## config.mk

```make
export PLATFORM = sky130hd
export DESIGN_NAME = plt_cell
export DESIGN_NICKNAME = d
export VERILOG_FILES = /design/src/hdl/plt_pkg.sv /design/src/hdl/plt_cell.sv
export SDC_FILE = /design/constraint.sdc
export NUM_CORES = 1
export LEC_CHECK = 0
export ABC_AREA = 1
export BUFFER_PORTS_ARGS = -buffer_cell sky130_fd_sc_hd__buf_2
export CAP_MARGIN = 20
export CORE_AREA = 2 2 124 126
export CTS_CLUSTER_SIZE = 16
export DETAILED_ROUTE_END_ITERATION = 8
export DIE_AREA = 0 0 126 128
export PLACE_DENSITY = 0.75
export SLEW_MARGIN = 10
export SYNTH_ARGS = -nofsm -noshare
export SYNTH_HDL_FRONTEND = slang
export SYNTH_SLANG_ARGS = --single-unit
```

## constraint.sdc

```tcl
create_clock -name clk_i -period 5.76 [get_ports clk_i]
set_input_delay 1.152 -clock clk_i [delete_from_list [all_inputs] [get_ports clk_i]]
set_output_delay 1.152 -clock clk_i [all_outputs]
set_load 0.01 [all_outputs]
```

## src/hdl/plt_pkg.sv

```systemverilog
// Package for the peer learning table: payload structs, constants, codes.
// Used by every module under hdl; no dependencies.
package plt_pkg;
  localparam int unsigned TableDepth = 64;
  localparam int unsigned OutCap     = 64;

  localparam logic [1:0] StRefreshed = 2'd0;
  localparam logic [1:0] StAdded     = 2'd1;
  localparam logic [1:0] StEvicted   = 2'd2;
  localparam logic [1:0] StIgnored   = 2'd3;

  localparam logic [1:0] RegFwdAddr  = 2'd0;
  localparam logic [1:0] RegFwdPort  = 2'd1;
  localparam logic [1:0] RegLearnEn  = 2'd2;
  localparam logic [1:0] RegAgeLimit = 2'd3;

  localparam logic ActLearn  = 1'b0;
  localparam logic ActFanout = 1'b1;

  typedef struct packed {
    logic        action;
    logic [31:0] now;
    logic [31:0] src_addr;
    logic [15:0] src_port;
  } in_item_t;

  typedef struct packed {
    logic [31:0] peer_addr;
    logic [15:0] peer_port;
    logic        peer_valid;
    logic [1:0]  learn_status;
    logic        last;
  } out_item_t;

  typedef struct packed {
    logic [31:0] addr;
    logic [15:0] port;
    logic [31:0] seen;
  } entry_t;
endpackage

```

## src/hdl/plt_cell.sv

```systemverilog
// One table slot of the cell ring: takes its neighbour's entry, the head
// entry coming round to the tail, or a new entry. Depends on plt_pkg.
module plt_cell (
  input  logic               clk_i,
  input  plt_pkg::entry_t    up_i,     // entry of the next cell
  input  plt_pkg::entry_t    back_i,   // head entry re-entering at the tail
  input  plt_pkg::entry_t    new_i,
  input  logic               shift_i,
  input  logic               back_en_i,
  input  logic               wr_i,
  output plt_pkg::entry_t    ent_o
);
  plt_pkg::entry_t ent_q, ent_d;

  always_comb begin
    ent_d = ent_q;
    if (wr_i) begin
      ent_d = new_i;
    end else if (shift_i) begin
      ent_d = up_i;
    end else if (back_en_i) begin
      ent_d = back_i;
    end
  end

  always_ff @(posedge clk_i) begin
    ent_q <= ent_d;
  end

  assign ent_o = ent_q;
endmodule

```

After elaboration in Yosys (flattened, before gate mapping):

Index checks and enable logic that the tools add are counted.

* bits in registers: 80
* bits in latches: 0
* bits in writable memories: 0
* memory bits (read-only): 0
* input bits: 244
* output and inout bits: 80
* word-level logic and storage cells: 7
* memories: 0

* $add $sub $neg: 0
* multiply operators: 0
* div/mod/pow operators: 0
* magnitude comparators: 0
* eq/ne operators: 0
* shift-type cells: 0
* muxes and demuxes: 3
* bitwise operators: 0
* reductions and logical operators: 1

Operators with widths (count)
* 2-to-1 mux 80 bit: 3
* nonzero test 3 bit: 1

Depth between registers and ports, before layout:

* word-level depth: 3
* mapped depth: 6
* depth with buffers taken out: 4

Worst setup path before layout:

OpenSTA, ideal clock, no wires.

* kind: input to register
* start: input wr_i
* end: register ent_q, in the netlist ent_o[0], enable pin
* setup time: 795 ps
* arrival time: 2843 ps
* data required time: 4965 ps
* slack: 2122 ps
* stages: 4
* path buffers: 2
* path through: buf_6 -> inv_2 -> buf_4 -> nand2_1

* word-level cells in the longest chain between the ends: 1

Ends and longest elaborated chain
* from (decl): line plt_cell.sv:10 `input logic wr_i,`
* nonzero test 3 bit (no source line)
* to (signal assigned): line plt_cell.sv:27 `ent_q <= ent_d;`
* to (decl): line plt_cell.sv:13 `plt_pkg::entry_t ent_q, ent_d;`

Every way passes these cells.
A chain may end at the register's enable or synchronous reset.

Worst setup path after layout:

* start: input shift_i
* end: register ent_q, in the netlist ent_o[56], enable pin

* word-level cells in the longest chain between the ends: 1

Ends and longest elaborated chain
* from (decl): line plt_cell.sv:8 `input logic shift_i,`
* nonzero test 3 bit (no source line)

Every way passes these cells.

==> summary.md <==
| Metric | Value |
|---|---|
| Status | `complete, no violations` |
| H-tree Lvls | `3` |
| Placer Congestion | `roughly 0.85` |
| # port buffers | `roughly 320` |
| Vias | `just over 5000` |
| Die area | `16100 um2` |
| Drt first pass iters | `5` |
| Clk slew on worst S/H paths | `approximately 60 ps` |
| Layout Nets | `~1200` |
| Starting Density | `32.9%` |
| Root Buffer Master | `clkbuf_16` |
| Worst EP arrival | `between 2000 and 3000 ps` |
| Die Ht | `roughly 130 um` |
| Routed Antenna Nets | `0` |
| Slew headroom | `40.9%` |
| Antenna fix cells | `0` |
| Share of the synthesized area in the top cell type | `between 40% and 50%` |
| CTS max path bufs | `2` |
| Total Wirelength | `between 10000 and 15000 um` |
| Io pins | `around 320` |
| Setup tns final | `0 ps` |
| Adder-cell share of the synthesized area | `0%` |
| Mean Syn Cell Area | `between 7 and 8 um2` |
| Compound-cell area share of the yosys netlist | `0%` |
| Power density over the cells | `between 200 and 300 nW/um2` |
| CTS resizes | `0` |
| CTS tree | `built` |
| Max VDD drop | `between 150 and 200 uV` |
| RSZ-0062 raised after global routing | `false` |
| Synth area leader | `edfxtp_1` |
| Setup Buffers After CTS | `0` |
| Core Rows | `45` |
| Initial antenna violation count | `0` |
| Max-slew violation count | `0` |
| Largest net degree at the start of global routing | `just over 80` |
| Max FFs per register | `80` |
| DRC | `0` |
| Multi-input logic area | `roughly 1600 um2` |
| Mapped cell area | `4900 um2` |
| CP Capture Type | `register` |
| Syn Nets | `between 900 and 1000` |
| Worst slew pin tran | `around 890 ps` |
| Max Clk Rate | `391 MHz` |
| Congestion Overflow GR | `0` |
| Hpwl dp | `between 10000 and 15000 um` |
| Total CTS buffers | `9` |
| Die X | `roughly 130 um` |
| Crit Path Class | `input port to register` |
| Slowest cell on crit path | `buf_2` |
| GRT Util Overall | `17.6%` |
| Via density | `4.31` |
| Crit path launch | `shift_i` |
| Yosys warns | `0` |
| Largest family of logic cells by synthesized area | `simple AND/OR/NAND/NOR gates` |
| Share of post-route cells with drive strength above 1 | `a little over a third` |
| Initial DRC Count | `~240` |
| Worst setup SP type | `input port` |
| Placed cell area | `6510 um2` |
| Fill count | `about 1500` |
| XOR/XNOR Fraction of Synth Area | `0%` |
| Area grow syn2layout | `40.3%` |
| Core footprint | `approximately 15000 um2` |
| #FFs+latches synth | `80` |
| Lkg Pwr | `between 4 and 5 nW` |
| Post-DR wirelength/cell | `about 12 um` |
| # hold bufs at CTS | `0` |
| Synth Area in Simple Gates | `between 30% and 40%` |
| Post-route cell area | `6870 um2` |
| Final-report setup violation count | `0` |
| First-pass GRT wire length | `about 22000 um` |
| Fin crit period | `2560 ps` |
| Critical Path Sink | `ent_o[56]` |
| Synth area leaders | `edfxtp_1, nand2_1, inv_1` |
| Post-Syn Instances | `between 600 and 700` |
| Worst hold path type | `input port to register` |
| Tot Pwr | `roughly 1.7 mW` |
| Register area | `between 2000 and 2500 um2` |
| Sequential area share after synthesis | `between 40 and 50%` |
| Cell variety after synth | `10` |
| Max incr delay on CP | `approximately 450 ps` |
| Worst Path Required | `5770 ps` |
| CTS sink count | `80` |
| Max_cap viols | `0` |
| Worst Path Max Fanout | `43` |
| Number of failing hold endpoints at the final stage | `0` |
| CP Cell Sequence | `buf_2, nor2_1, nand2_4, buf_12` |
| Mux cell area share after synthesis | `0%` |
| Number of global-route vias before repair | `4766` |
| Tcrit/Tclk final | `between 40% and 50%` |
[how the worst min path moves through the flow]
stage	from	endpoint	slack [ps]	cells past startpoint
2_1_floorplan	new_i[77]	ent_o[77]	1330	2
3_3_place_gp	new_i[20]	ent_o[20]	1420	3
3_5_place_dp	new_i[75]	ent_o[75]	1430	3
4_1_cts	new_i[14]	ent_o[14]	1070	3
5_1_grt	new_i[40]	ent_o[40]	1080	3
6_report	new_i[71]	ent_o[71]	1090	3
[per-stage QoR]
step	setup WS, ps	hold slack (ps)	std cells	utilization [%]
floorplan	2120	1330	678	-
global placement	2700	1420	1158	43.8
detailed placement	2700	1430	1158	43.8
CTS	3060	1070	1174	46.1
global route	3120	1080	1175	46.2
finish	3200	1090	1175	46.2
[metal layers]
layer  vias to the layer above  share of wire [%]  track usage [%]
met2                       207                 51             32.3
met3                        28                6.9             4.05
met1                      2217                 40             19.4
met5                         -                  0                0
li1                       2616                  -                -
met4                         0                2.6             7.56
[logic make-up after synthesis]
group                  Yosys count
buffers and inverters          196
DFF                             80
and+or+nand+nor                402
[cell usage after synthesis]
library cell	count
buf_6	10
buf_2	8
inv_1	160
nand2_1	321
edfxtp_1	80
nor2_1	1
inv_2	1
nand3_1	80
inv_6	1
buf_4	16
[worst max-delay path: cells and delay by family]
kind	cells	cell delay, ps
buf+inv	2	760
simple gates	2	600
[power by group]
| part | switching (mW) | internal (mW) | leakage, nW |
|---|---|---|---|
| combinational | 0.192 | 0.149 | 3.21 |
| sequential | 0.0174 | 0.719 | 0.841 |
| clock | 0.227 | 0.424 | 0.166 |
| total | 0.437 | 1.29 | 4.21 |
[layout make-up]
type                            count  area share [%]
Clock inverter                      7            1.75
Multi-Input combinational cell    402            23.5
Tap cell                          188            3.42
Timing Repair Buffer              327            24.1
Inverter                          162            8.92
Clock buffer                        9            3.28
Sequential cell                    80            35.0
[cell usage in the layout, fill, tap and decap left out]
master      instances
buf_12              1
inv_2               1
buf_4               3
buf_2             323
nand2_1           320
clkbuf_16           9
clkinv_2            1
inv_6               1
clkinv_4            2
clkinvlp_4          1
nor2_1              1
bufinv_16           3
nand2_4             1
edfxtp_1           80
nand3_1            80
inv_1             160
Power figures use the tool's default switching activity.
